File: config.mk
export PLATFORM = sky130hd
export DESIGN_NAME = priority_bitmap_thread_scheduler_top
export DESIGN_NICKNAME = d
export VERILOG_FILES = /design/src/rtl/pbs_pkg.sv /design/src/rtl/pbs_cell.sv /design/src/rtl/priority_bitmap_thread_scheduler_top.sv
export SDC_FILE = /design/constraint.sdc
export NUM_CORES = 2
export LEC_CHECK = 0
export ABC_AREA = 1
export BUFFER_PORTS_ARGS = -buffer_cell sky130_fd_sc_hd__buf_4
export CAP_MARGIN = 20
export CORE_MARGIN = 2
export CORE_UTILIZATION = 64
export CTS_CLUSTER_DIAMETER = 200
export DETAILED_ROUTE_END_ITERATION = 8
export MAX_ROUTING_LAYER = met4
export PLACE_DENSITY = 0.85
export SYNTH_ARGS = -nofsm -noshare
export SYNTH_HDL_FRONTEND = slang
export SYNTH_SLANG_ARGS = --single-unit
File: constraint.sdc
create_clock -name clk -period 8.32 [get_ports clk]
set_clock_uncertainty 0.05 [all_clocks]
set_input_delay 1.248 -clock clk [delete_from_list [all_inputs] [get_ports clk]]
set_output_delay 1.248 -clock clk [all_outputs]
set_load 0.01 [all_outputs]
File: src/rtl/pbs_pkg.sv
`timescale 1ns / 1ps

package pbs_pkg;

  // sizes
  localparam int THREAD_COUNT  = 32;
  localparam int TIMEOUT_WIDTH = 32;
  localparam int PRIO_W        = 6;
  localparam int PRES_W        = THREAD_COUNT + 1;
  localparam int IDX_W         = (THREAD_COUNT > 1) ? $clog2(THREAD_COUNT) : 1;
  localparam int PRES_IDX_W    = $clog2(PRES_W);

  // request codes
  localparam logic [1:0] FN_REGISTER = 2'd0;
  localparam logic [1:0] FN_DELAY    = 2'd1;
  localparam logic [1:0] FN_TICK     = 2'd2;
  localparam logic [1:0] FN_SCHEDULE = 2'd3;

  // status codes
  localparam logic [1:0] ST_OK         = 2'd0;
  localparam logic [1:0] ST_TAKEN      = 2'd1;
  localparam logic [1:0] ST_IDLE_DELAY = 2'd2;
  localparam logic [1:0] ST_ZERO_DELAY = 2'd3;

  typedef struct packed {
    logic [1:0]  func;
    logic [5:0]  priority_req;
    logic [31:0] ticks;
  } in_beat_t;

  typedef struct packed {
    logic [5:0]  next_priority;
    logic        switch_request;
    logic [1:0]  status;
    logic [31:0] ready_mask;
    logic [31:0] waiting_mask;
  } out_beat_t;

  // sweep token handed from cell to cell, top priority first
  typedef struct packed {
    logic              active;
    logic              tick;
    logic              found;
    logic [PRIO_W-1:0] pos;
    logic [PRIO_W-1:0] pick;
  } token_t;

  // per-cell writes made in the accept cycle
  typedef struct packed {
    logic                     set_ready;
    logic                     park;
    logic [TIMEOUT_WIDTH-1:0] ticks;
  } cell_ctl_t;

endpackage

File: src/rtl/pbs_cell.sv
`timescale 1ns / 1ps

module pbs_cell (
  input  logic               clk,
  input  logic               rst_n,
  input  pbs_pkg::token_t    tok_i,
  input  pbs_pkg::cell_ctl_t ctl_i,
  output pbs_pkg::token_t    tok_o,
  output logic               ready_o,
  output logic               delayed_o
);

  logic                              ready_r, ready_nxt;
  logic                              delayed_r, delayed_nxt;
  logic [pbs_pkg::TIMEOUT_WIDTH-1:0] count_r, count_nxt;
  pbs_pkg::token_t                   tok_r, tok_nxt;

  // update own thread slot and pass the token down
  always_comb begin
    ready_nxt   = ready_r;
    delayed_nxt = delayed_r;
    count_nxt   = count_r;
    tok_nxt     = tok_i;
    tok_nxt.pos = tok_i.pos - pbs_pkg::PRIO_W'(1);
    if (ctl_i.set_ready) begin
      ready_nxt = 1'b1;
    end
    if (ctl_i.park) begin
      count_nxt   = ctl_i.ticks;
      ready_nxt   = 1'b0;
      delayed_nxt = 1'b1;
    end
    if (tok_i.active) begin
      if (tok_i.tick) begin
        // count down; wake on expiry
        if (delayed_r) begin
          if (count_r <= pbs_pkg::TIMEOUT_WIDTH'(1)) begin
            count_nxt   = '0;
            ready_nxt   = 1'b1;
            delayed_nxt = 1'b0;
          end else begin
            count_nxt = count_r - pbs_pkg::TIMEOUT_WIDTH'(1);
          end
        end
      end else if (!tok_i.found && ready_r) begin
        // first ready slot from the top wins
        tok_nxt.found = 1'b1;
        tok_nxt.pick  = tok_i.pos;
      end
    end
  end

  always_ff @(posedge clk) begin
    if (!rst_n) begin
      ready_r   <= 1'b0;
      delayed_r <= 1'b0;
      tok_r     <= '0;
    end else begin
      ready_r   <= ready_nxt;
      delayed_r <= delayed_nxt;
      tok_r     <= tok_nxt;
    end
  end

  // counter holds no reset value
  always_ff @(posedge clk) begin
    count_r <= count_nxt;
  end

  assign tok_o     = tok_r;
  assign ready_o   = ready_r;
  assign delayed_o = delayed_r;

endmodule

File: src/rtl/priority_bitmap_thread_scheduler_top.sv
`timescale 1ns / 1ps

// Channel | Direction | Handshake          | Beat
// in_     | input     | in_valid/in_stall   | pbs_pkg::in_beat_t (func, priority_req, ticks)
// out_    | output    | out_valid/out_stall | pbs_pkg::out_beat_t (one beat per input beat)
//
// Every request sends one token down the row of 32 priority cells, one cell per cycle,
// so the input takes no new beat until the result of the last one is loaded.
// Tick countdowns and the schedule search both ride the token through the cell row.
// Reset (rst_n low, synchronous) clears all bitmaps, the current thread and the token row.
// A stalled result holds in the output register; the finished token waits in the
// finish register, and in_stall stays high until the result is loaded.

module priority_bitmap_thread_scheduler_top (
  input  logic               clk,
  input  logic               rst_n,
  input  logic               in_valid,
  output logic               in_stall,
  input  pbs_pkg::in_beat_t  in_data,
  output logic               out_valid,
  input  logic               out_stall,
  output pbs_pkg::out_beat_t out_data
);

  localparam int TC = pbs_pkg::THREAD_COUNT;

  logic                           busy_r;
  logic [pbs_pkg::PRES_W-1:0]     present_r;
  logic [pbs_pkg::PRIO_W-1:0]     cur_prio_r;
  logic                           cur_valid_r;
  pbs_pkg::token_t                start_r;
  logic [1:0]                     op_func_r;
  logic [1:0]                     op_status_r;
  pbs_pkg::token_t                fin_r;
  logic                           fin_v_r;
  logic                           out_valid_r;
  pbs_pkg::out_beat_t             out_data_r;

  logic                              accept;
  logic                              load;
  logic [pbs_pkg::TIMEOUT_WIDTH-1:0] ticks_m;
  logic                              prio_ok;
  logic                              taken;
  logic [pbs_pkg::PRES_IDX_W-1:0]    pres_idx;
  logic [pbs_pkg::IDX_W-1:0]         reg_idx;
  logic [pbs_pkg::IDX_W-1:0]         cur_idx;
  logic [1:0]                        status;
  logic                              reg_ok;
  logic                              park_ok;
  pbs_pkg::cell_ctl_t                ctl [TC];
  pbs_pkg::token_t                   chain [TC+1];
  logic [TC-1:0]                     ready_vec;
  logic [TC-1:0]                     delayed_vec;
  logic [TC:0]                       tok_act;
  logic                              pick_valid;
  logic [pbs_pkg::PRIO_W-1:0]        pick;
  logic                              sched_op;
  logic                              differs;
  pbs_pkg::out_beat_t                res;

  assign accept   = in_valid && !busy_r;
  assign in_stall = busy_r;
  assign load     = fin_v_r && (!out_valid_r || !out_stall);

  // decode the request against the current state
  always_comb begin
    ticks_m  = in_data.ticks[pbs_pkg::TIMEOUT_WIDTH-1:0];
    prio_ok  = in_data.priority_req <= pbs_pkg::PRIO_W'(TC);
    pres_idx = pbs_pkg::PRES_IDX_W'(in_data.priority_req);
    taken    = !prio_ok || present_r[pres_idx];
    reg_idx  = pbs_pkg::IDX_W'(in_data.priority_req - pbs_pkg::PRIO_W'(1));
    cur_idx  = pbs_pkg::IDX_W'(cur_prio_r - pbs_pkg::PRIO_W'(1));
    status   = pbs_pkg::ST_OK;
    case (in_data.func)
      pbs_pkg::FN_REGISTER: begin
        if (taken) status = pbs_pkg::ST_TAKEN;
      end
      pbs_pkg::FN_DELAY: begin
        if (!cur_valid_r || cur_prio_r == '0) status = pbs_pkg::ST_IDLE_DELAY;
        else if (ticks_m == '0) status = pbs_pkg::ST_ZERO_DELAY;
      end
      default: status = pbs_pkg::ST_OK;
    endcase
    reg_ok  = accept && in_data.func == pbs_pkg::FN_REGISTER && status == pbs_pkg::ST_OK;
    park_ok = accept && in_data.func == pbs_pkg::FN_DELAY && status == pbs_pkg::ST_OK;
  end

  // build the cell row
  assign chain[TC] = start_r;
  assign tok_act[TC] = start_r.active;

  for (genvar k = 0; k < TC; k++) begin : g_cell
    always_comb begin
      ctl[k].set_ready = reg_ok && in_data.priority_req != '0 &&
                         reg_idx == pbs_pkg::IDX_W'(k);
      ctl[k].park      = park_ok && cur_idx == pbs_pkg::IDX_W'(k);
      ctl[k].ticks     = ticks_m;
    end

    pbs_cell u_cell (
      .clk       (clk),
      .rst_n     (rst_n),
      .tok_i     (chain[k+1]),
      .ctl_i     (ctl[k]),
      .tok_o     (chain[k]),
      .ready_o   (ready_vec[k]),
      .delayed_o (delayed_vec[k])
    );

    assign tok_act[k] = chain[k].active;
  end

  // resolve the pick once the token leaves the bottom cell
  always_comb begin
    pick_valid = fin_r.found || present_r[0];
    pick       = fin_r.found ? fin_r.pick : '0;
    sched_op   = op_func_r == pbs_pkg::FN_SCHEDULE ||
                 (op_func_r == pbs_pkg::FN_DELAY && op_status_r == pbs_pkg::ST_OK);
    differs    = (pick_valid != cur_valid_r) || (pick_valid && pick != cur_prio_r);
    res.next_priority  = sched_op ? pick : cur_prio_r;
    res.switch_request = sched_op && differs;
    res.status         = op_status_r;
    res.ready_mask     = 32'(ready_vec);
    res.waiting_mask   = 32'(delayed_vec);
  end

  // control, bitmaps and current thread
  always_ff @(posedge clk) begin
    if (!rst_n) begin
      busy_r      <= 1'b0;
      present_r   <= '0;
      cur_prio_r  <= '0;
      cur_valid_r <= 1'b0;
      start_r     <= '0;
      fin_v_r     <= 1'b0;
      out_valid_r <= 1'b0;
    end else begin
      start_r.active <= accept;
      if (accept) begin
        busy_r         <= 1'b1;
        start_r.tick   <= in_data.func == pbs_pkg::FN_TICK;
        start_r.found  <= 1'b0;
        start_r.pos    <= pbs_pkg::PRIO_W'(TC);
        start_r.pick   <= '0;
        if (reg_ok) present_r[pres_idx] <= 1'b1;
      end
      if (chain[0].active) begin
        fin_v_r <= 1'b1;
      end else if (load) begin
        fin_v_r <= 1'b0;
      end
      if (load) begin
        busy_r      <= 1'b0;
        out_valid_r <= 1'b1;
        if (sched_op && differs) begin
          cur_prio_r  <= pick;
          cur_valid_r <= pick_valid;
        end
      end else if (!out_stall) begin
        out_valid_r <= 1'b0;
      end
    end
  end

  // payload registers
  always_ff @(posedge clk) begin
    if (accept) begin
      op_func_r   <= in_data.func;
      op_status_r <= status;
    end
    if (chain[0].active) fin_r <= chain[0];
    if (load) out_data_r <= res;
  end

  assign out_valid = out_valid_r;
  assign out_data  = out_data_r;

  // a thread is never ready and delayed at once
  a_disjoint: assert property (@(posedge clk) disable iff (!rst_n)
    (ready_vec & delayed_vec) == '0)
    else $error("ready and delayed overlap");

  // at most one token in flight, finish register included
  a_one_token: assert property (@(posedge clk) disable iff (!rst_n)
    $onehot0({tok_act, fin_v_r}))
    else $error("more than one sweep token");

  // an accepted beat starts a sweep and blocks the input
  a_start: assert property (@(posedge clk) disable iff (!rst_n)
    accept |=> busy_r && start_r.active)
    else $error("sweep not started");

  // nothing moves in the row while idle
  a_idle_quiet: assert property (@(posedge clk) disable iff (!rst_n)
    !busy_r |-> (tok_act == '0) && !fin_v_r)
    else $error("token active while idle");

endmodule

Word-level counts from Yosys, hierarchy flattened
Index checks and enable logic that the tools add are counted.
W data, S select, Z words.
{"block": "classes", "addsub": 65, "mul": 0, "n_div": 0, "order_cmp": 35, "n_eq_ne": 69, "shift": 0, "n_mux": 713, "bitwise": 4, "reduce_logical": 162}
{"cell": "$mux W32", "n": 160}
{"cell": "$le A32 B1 Y1 const B", "n": 32}
{"cell": "$sub A32 B1 Y32 const B", "n": 32}
{"cell": "$mux W6", "n": 95}
{"cell": "$mux W1", "n": 453}
{"cell": "$sub A6 B1 Y6 const B", "n": 31}
{"cell": "$eq A5 B5 Y1 const B", "n": 32}
{"cell": "$logic_and A1 B1 Y1", "n": 106}
{"cell": "$eq A5 B4 Y1 const B", "n": 16}
{"cell": "$eq A5 B3 Y1 const B", "n": 8}
{"cell": "$logic_not A1 Y1", "n": 36}
{"cell": "$or A33 B33 Y33", "n": 1}
{"cell": "$logic_not A32 Y1", "n": 1}
{"cell": "$eq A5 B2 Y1 const B", "n": 4}
{"cell": "$eq A5 B1 Y1 const B", "n": 2}
{"cell": "$logic_not A5 Y1", "n": 2}
{"cell": "$sub A5 B1 Y5 const B", "n": 2}
{"cell": "$lt A6 B7 Y1 const B", "n": 1}
{"cell": "$bmux W1 S6", "n": 1}
{"cell": "$demux W1 S6", "n": 1}
{"cell": "$ge A6 B1 Y1 const B", "n": 1}
{"cell": "$le A6 B6 Y1 const B", "n": 1}
{"cell": "$logic_not A2 Y1", "n": 3}
{"cell": "$logic_not A6 Y1", "n": 1}
{"cell": "15 further kinds", "n": 26}
{"block": "totals", "reg_bits": 1691, "latch_bits": 0, "mem_bits_rw": 0, "rom_bits": 0, "in_bits": 44, "output_inout_bits": 75, "n_memories": 0}

Depth between registers and ports, before layout
{"block": "logic_depth", "depth_word": 15, "depth_mapped": 17, "ltp_nobuf": 17}

Hierarchy
From an unflattened synthesis, not the netlist that was laid out.
{"block": "hier_totals", "hier_cells": 14218, "hier_area_um2": 97148.2}
{"mod": "pbs_cell at g_cell[23].u_cell ...", "instances": 16, "cells_per_inst": 421, "area_each_um2": 2846.5, "seq_area_each_um2": 980.9}
{"mod": "pbs_cell at g_cell[0].u_cell ...", "instances": 14, "cells_per_inst": 425, "area_each_um2": 2850.2, "seq_area_each_um2": 980.9}
{"mod": "priority_bitmap_thread_scheduler_top", "instances": 1, "cells_per_inst": 664, "area_each_um2": 5944.5, "seq_area_each_um2": 3443.3}
{"mod": "pbs_cell at g_cell[9].u_cell", "instances": 1, "cells_per_inst": 414, "area_each_um2": 2910.3, "seq_area_each_um2": 980.9}
{"mod": "pbs_cell at g_cell[11].u_cell", "instances": 1, "cells_per_inst": 454, "area_each_um2": 2846.5, "seq_area_each_um2": 980.9}

Least setup slack after synthesis
OpenSTA, ideal clock, no wires.
{"block": "synth_timing", "kind": "input to register", "startpoint": "input out_stall", "endpoint": "register cur_prio_r[0] (netlist bit)", "setup_ps": 134, "t_arrival_ps": 5990, "path_slack_ps": 2146, "stages": 6, "n_path_buf": 0, "cell_sequence": "a21oi_1 -> nand3_1 -> clkinv_1 -> nand2_1 -> nand2_1 -> a21oi_1"}
{"block": "synth_via", "elab_chain_len": 4}
{"element": "from (decl)", "line": "priority_bitmap_thread_scheduler_top.sv:21", "rtl": "input logic out_stall,"}
{"element": "$logic_not A1 Y1"}
{"element": "$logic_or A1 B1 Y1", "line": "priority_bitmap_thread_scheduler_top.sv:63", "rtl": "assign load = fin_v_r && (!out_valid_r || !out_stall);"}
{"element": "$logic_and A1 B1 Y1", "line": "priority_bitmap_thread_scheduler_top.sv:63"}
{"element": "$reduce_and A2 Y1 (no line)"}
{"element": "to (signal assigned)", "line": "priority_bitmap_thread_scheduler_top.sv:156", "rtl": "cur_prio_r <= pick;"}
{"element": "to (decl)", "line": "priority_bitmap_thread_scheduler_top.sv:29", "rtl": "logic [pbs_pkg::PRIO_W-1:0] cur_prio_r;"}
No other way between the ends.
A chain may end at the register's enable or synchronous reset.

Worst setup path in the final report
{"block": "layout_timing", "startpoint": "input in_data[22] (netlist bit)", "endpoint": "register g_cell[16].u_cell.delayed_r"}
{"block": "layout_via", "elab_chain_len": 12}
{"element": "from (decl)", "line": "priority_bitmap_thread_scheduler_top.sv:19", "rtl": "input pbs_pkg::in_beat_t in_data,"}
{"element": "$logic_not A32 Y1 (*)", "line": "priority_bitmap_thread_scheduler_top.sv:80", "rtl": "else if (ticks_m == '0) status = pbs_pkg::ST_ZERO_DELAY;"}
{"element": "$mux W2 (*)", "line": "priority_bitmap_thread_scheduler_top.sv:80"}
{"element": "$mux W2 (*)", "line": "priority_bitmap_thread_scheduler_top.sv:79", "rtl": "if (!cur_valid_r || cur_prio_r == '0) status = pbs_pkg::ST_IDLE_DELAY;"}
{"element": "$pmux W2 S2 (*)", "line": "priority_bitmap_thread_scheduler_top.sv:74", "rtl": "case (in_data.func)"}
{"element": "$logic_not A2 Y1 (*)", "line": "priority_bitmap_thread_scheduler_top.sv:85", "rtl": "park_ok = accept && in_data.func == pbs_pkg::FN_DELAY && status == pbs_pkg::ST_OK;"}
{"element": "$logic_and A1 B1 Y1 (*)", "line": "priority_bitmap_thread_scheduler_top.sv:85"}
{"element": "$logic_and A1 B1 Y1 (*)", "line": "priority_bitmap_thread_scheduler_top.sv:96", "rtl": "ctl[k].park = park_ok && cur_idx == pbs_pkg::IDX_W'(k);"}
{"element": "$mux W1 (*)", "line": "pbs_cell.sv:28", "rtl": "if (ctl_i.park) begin"}
{"element": "$mux W1", "line": "pbs_cell.sv:37", "rtl": "if (count_r <= pbs_pkg::TIMEOUT_WIDTH'(1)) begin"}
{"element": "$mux W1", "line": "pbs_cell.sv:36", "rtl": "if (delayed_r) begin"}
{"element": "$mux W1", "line": "pbs_cell.sv:34", "rtl": "if (tok_i.tick) begin"}
{"element": "$mux W1 (*)", "line": "pbs_cell.sv:33", "rtl": "if (tok_i.active) begin"}
{"element": "to (signal assigned)", "line": "pbs_cell.sv:60", "rtl": "delayed_r <= delayed_nxt;"}
{"element": "to (decl)", "line": "pbs_cell.sv:14", "rtl": "logic delayed_r, delayed_nxt;"}
Mark *: on every way between the ends. The rest lies on a longest branch, timed or not.

==> flow_metrics.tcl <==
set metrics [dict create \
    ys_types 57 \
    criticalPathCategory "primary input to flop" \
    maxSlewViolCount 0 \
    switchingPower_w 0.00420 \
    setup_viol 0 \
    clk_latency_ns 0.85 \
    grt_pass1_wl_mm 459 \
    p_leak_nw 45.8 \
    synth_area_leader_cell "dfxtp_1" \
    vias_per_cell 5.67 \
    cts_tree "yes" \
    wl_per_cell_um 17.6 \
    timing.final.crit_share_pct 58.0 \
    synth_most_common_cell "nand2_1" \
    ys_ff_latch 1671 \
    first_pass_iters 7 \
    p_per_area_nw_per_um2 172 \
    synth-main-ff-cell "dfxtp_1" \
    grt_usage_pct 40.0 \
    syn-cell-area_um2 93200 \
    worst_pin_slew_ns 1.27 \
    drt-total-wl_mm 297 \
    worst_slack_ns 3.49 \
    met2_usage_pct 58.7 \
    finalHoldViolCount 0 \
    coreArea_um2 145000 \
    rsz0062_at_grt "false" \
    synth_edf_count 84 \
    post_route_cells_drive_above_1_share_pct 5.72 \
    cts-root-buf "clkbuf_16" \
    peakVddDrop_mv 0.194 \
    cts_resized 0 \
    synthArstFlopShare_pct 0 \
    tns_ns 0 \
    cap_violations 0 \
    yosysSeqAreaShare_pct 36.8 \
    switching_share_pct 23.9 \
    ff2ff_path_depth 11 \
    synthesis.nets 15100 \
    drt_iter0_drc 11900 \
    finalNonFillerCells 16900 \
    grtUsageMet1_pct 51.4 \
    die_h_um 386 \
    slew_headroom_pct 15.3 \
    portBuffers 118 \
    dieArea_um2 149000 \
    pwr-share-comb_pct 4.4 \
    htreeDepth 4 \
    start_util_pct 64.2 \
    arrival_ns 5.51 \
    ys_warn_count 0 \
    hpwl_mm 182 \
    drc 0 \
    avgSynthCellArea_um2 6.23 \
    synthCells 15000 \
    gp_congestion 0.982 \
    cp_max_fo 34 \
    gr-usage-met3_pct 8.53 \
    grt_max_degree 155 \
    cts_buffers 173 \
    fin_crit_ns 4.83 \
    timing.hold.ws_ns 0.355 \
    ctsHoldBuffers 0 \
    start_kind "primary input" \
    overflow 0 \
    ff_latch_area_um2 34300 \
    seqPwrFrac_pct 47.0 \
    fmaxAchievable_mhz 207 \
    yosys-top-cells-area "dfxtp_1 (34%), nand2_1 (20%), nand3_1 (10%), inv_1 (7.6%), nor2_1 (6.1%)" \
    whs_path_depth 0 \
    pre_cts_ws_ns 2.84 \
    required_ns 9.00 \
    pin_count 119 \
    worstSetupEndpointType "flop" \
    status "finished, final reports clean" \
    multiInputGateArea_um2 49300 \
    fillerInstances 12400 \
    dpl.cell_count 16500 \
    grt_pass1_vias 84900 \
    cts.path.max_buffers 3 \
    cts_sinks 1671 \
    cts.clk_slew.worst_paths_ns 0.06 \
    antenna_found_initial 16 \
    pwr-share-clk_pct 48.6 \
    die_x_um 386 \
    min_path_type "flop to flop" \
    synth_commonest_cells "nand2_1 (4897), nand3_1 (1926), inv_1 (1893)" \
    ant_nets 0 \
    yosys.area.top_type_share_pct 34.1 \
    syn_to_final_growth_pct 9.23 \
    nets 14900 \
    grt.busiest_layer "met2" \
    p_int_w 0.0133 \
    vias 95700 \
    fp-row-count 140 \
    cts_setup_buffers 0 \
]
==> power by group through the flow <==
stage               combinational [W]  sequential, W  clock, W
CTS                          0.000725        0.00824   0.00854
floorplan                    0.000395        0.00839         0
finish                       0.000763        0.00825   0.00852
detailed placement           0.000715        0.00842         0
global route                 0.000790        0.00825   0.00887
global placement             0.000707        0.00842         0
==> metal layers <==
layer	wire length, um	vias up	part of all wire (%)
li1	-	46900	-
met1	116000	43000	39
met2	126000	4775	42
met3	37700	955	13
met4	17800	0	6.0
met5	0	-	0
==> per-stage QoR <==
stage | instance area [um2] | total power [W] | util, %
floorplan | 93200 | 0.00879 | -
global placement | 95200 | 0.00913 | 65.6
detailed placement | 95200 | 0.00913 | 65.7
CTS | 102000 | 0.0175 | 70.0
global route | 102000 | 0.0179 | 70.1
finish | 102000 | 0.0175 | 70.2
==> worst max-delay path, cell delays in order <==
cell	delay (ns)
buf_4	0.16
clkinv_2	0.05
buf_4	0.83
nand4_1	0.17
nor4_1	0.31
nand3_1	0.24
nand4_4	0.33
buf_4	0.50
inv_2	0.19
nand3_2	0.61
inv_2	0.48
o21ai_0	0.27
nor2_1	0.05
==> cell usage in the layout (no fill, tap or decap), drive strengths merged, types with 246 or more instances in the layout <==
| cell | Yosys | layout |
|---|---|---|
| nand3 | 1927 | 1927 |
| dfxtp | 1587 | 1587 |
| nor2 | 1555 | 1555 |
| nand2 | 4919 | 4919 |
| clkbuf | 310 | 246 |
| o21ai | 629 | 629 |
| a21oi | 453 | 453 |
| xor2 | 321 | 321 |
| buf | 288 | 266 |
| nand4 | 280 | 280 |
| inv | 1928 | 1907 |
==> kinds of logic (layout without fill, tap and decap cells) <==
group | after synthesis | in the layout | synth area share, %
simple gates | 9132 | 9132 | 41.5
other cells | 0 | 17 | 0
xor+xnor | 334 | 334 | 3.14
fa+ha+maj | 95 | 95 | 1.28
flops | 1671 | 1671 | 36.8
buf+inv | 2531 | 2523 | 10.6
compound gates | 1191 | 1191 | 6.68
==> path summary, 6_finish.rpt <==
path,startpoint,end,slack (ns)
worst min register to register,g_cell[0].u_cell.tok_o[3],fin_r[3],0.35
worst min-delay path,g_cell[0].u_cell.tok_o[3],fin_r[3],0.35
worst max-delay path,in_data[22],g_cell[16].u_cell.delayed_o,3.49
worst max register to register,cur_prio_r[1],g_cell[16].u_cell.count_r[0],3.91
==> registers in the layout, indices dropped and copies added (netlist names) <==
name and cells:
chain 3, cur_prio_r 6, cur_valid_r 1, fin_r 7, fin_v_r 1, g_cell.u_cell.count_r 1024
g_cell.u_cell.delayed_o 32, g_cell.u_cell.ready_o 32, g_cell.u_cell.tok_o 453, in_stall 1, op_func_r 2, op_status_r 2
out_data 73, out_valid 1, present_r 33
==> layout make-up <==
class	instances	area share [%]
antenna	17	0.0418
inverter	1933	7.17
tap	1917	2.36
timing repair buffer	268	2.12
sequential	1671	33.7
clock buffer	244	5.01
clock inverter	78	1.16
multi-input combinational	10800	48.4
Note: power is estimated with default switching activity, not from simulation.
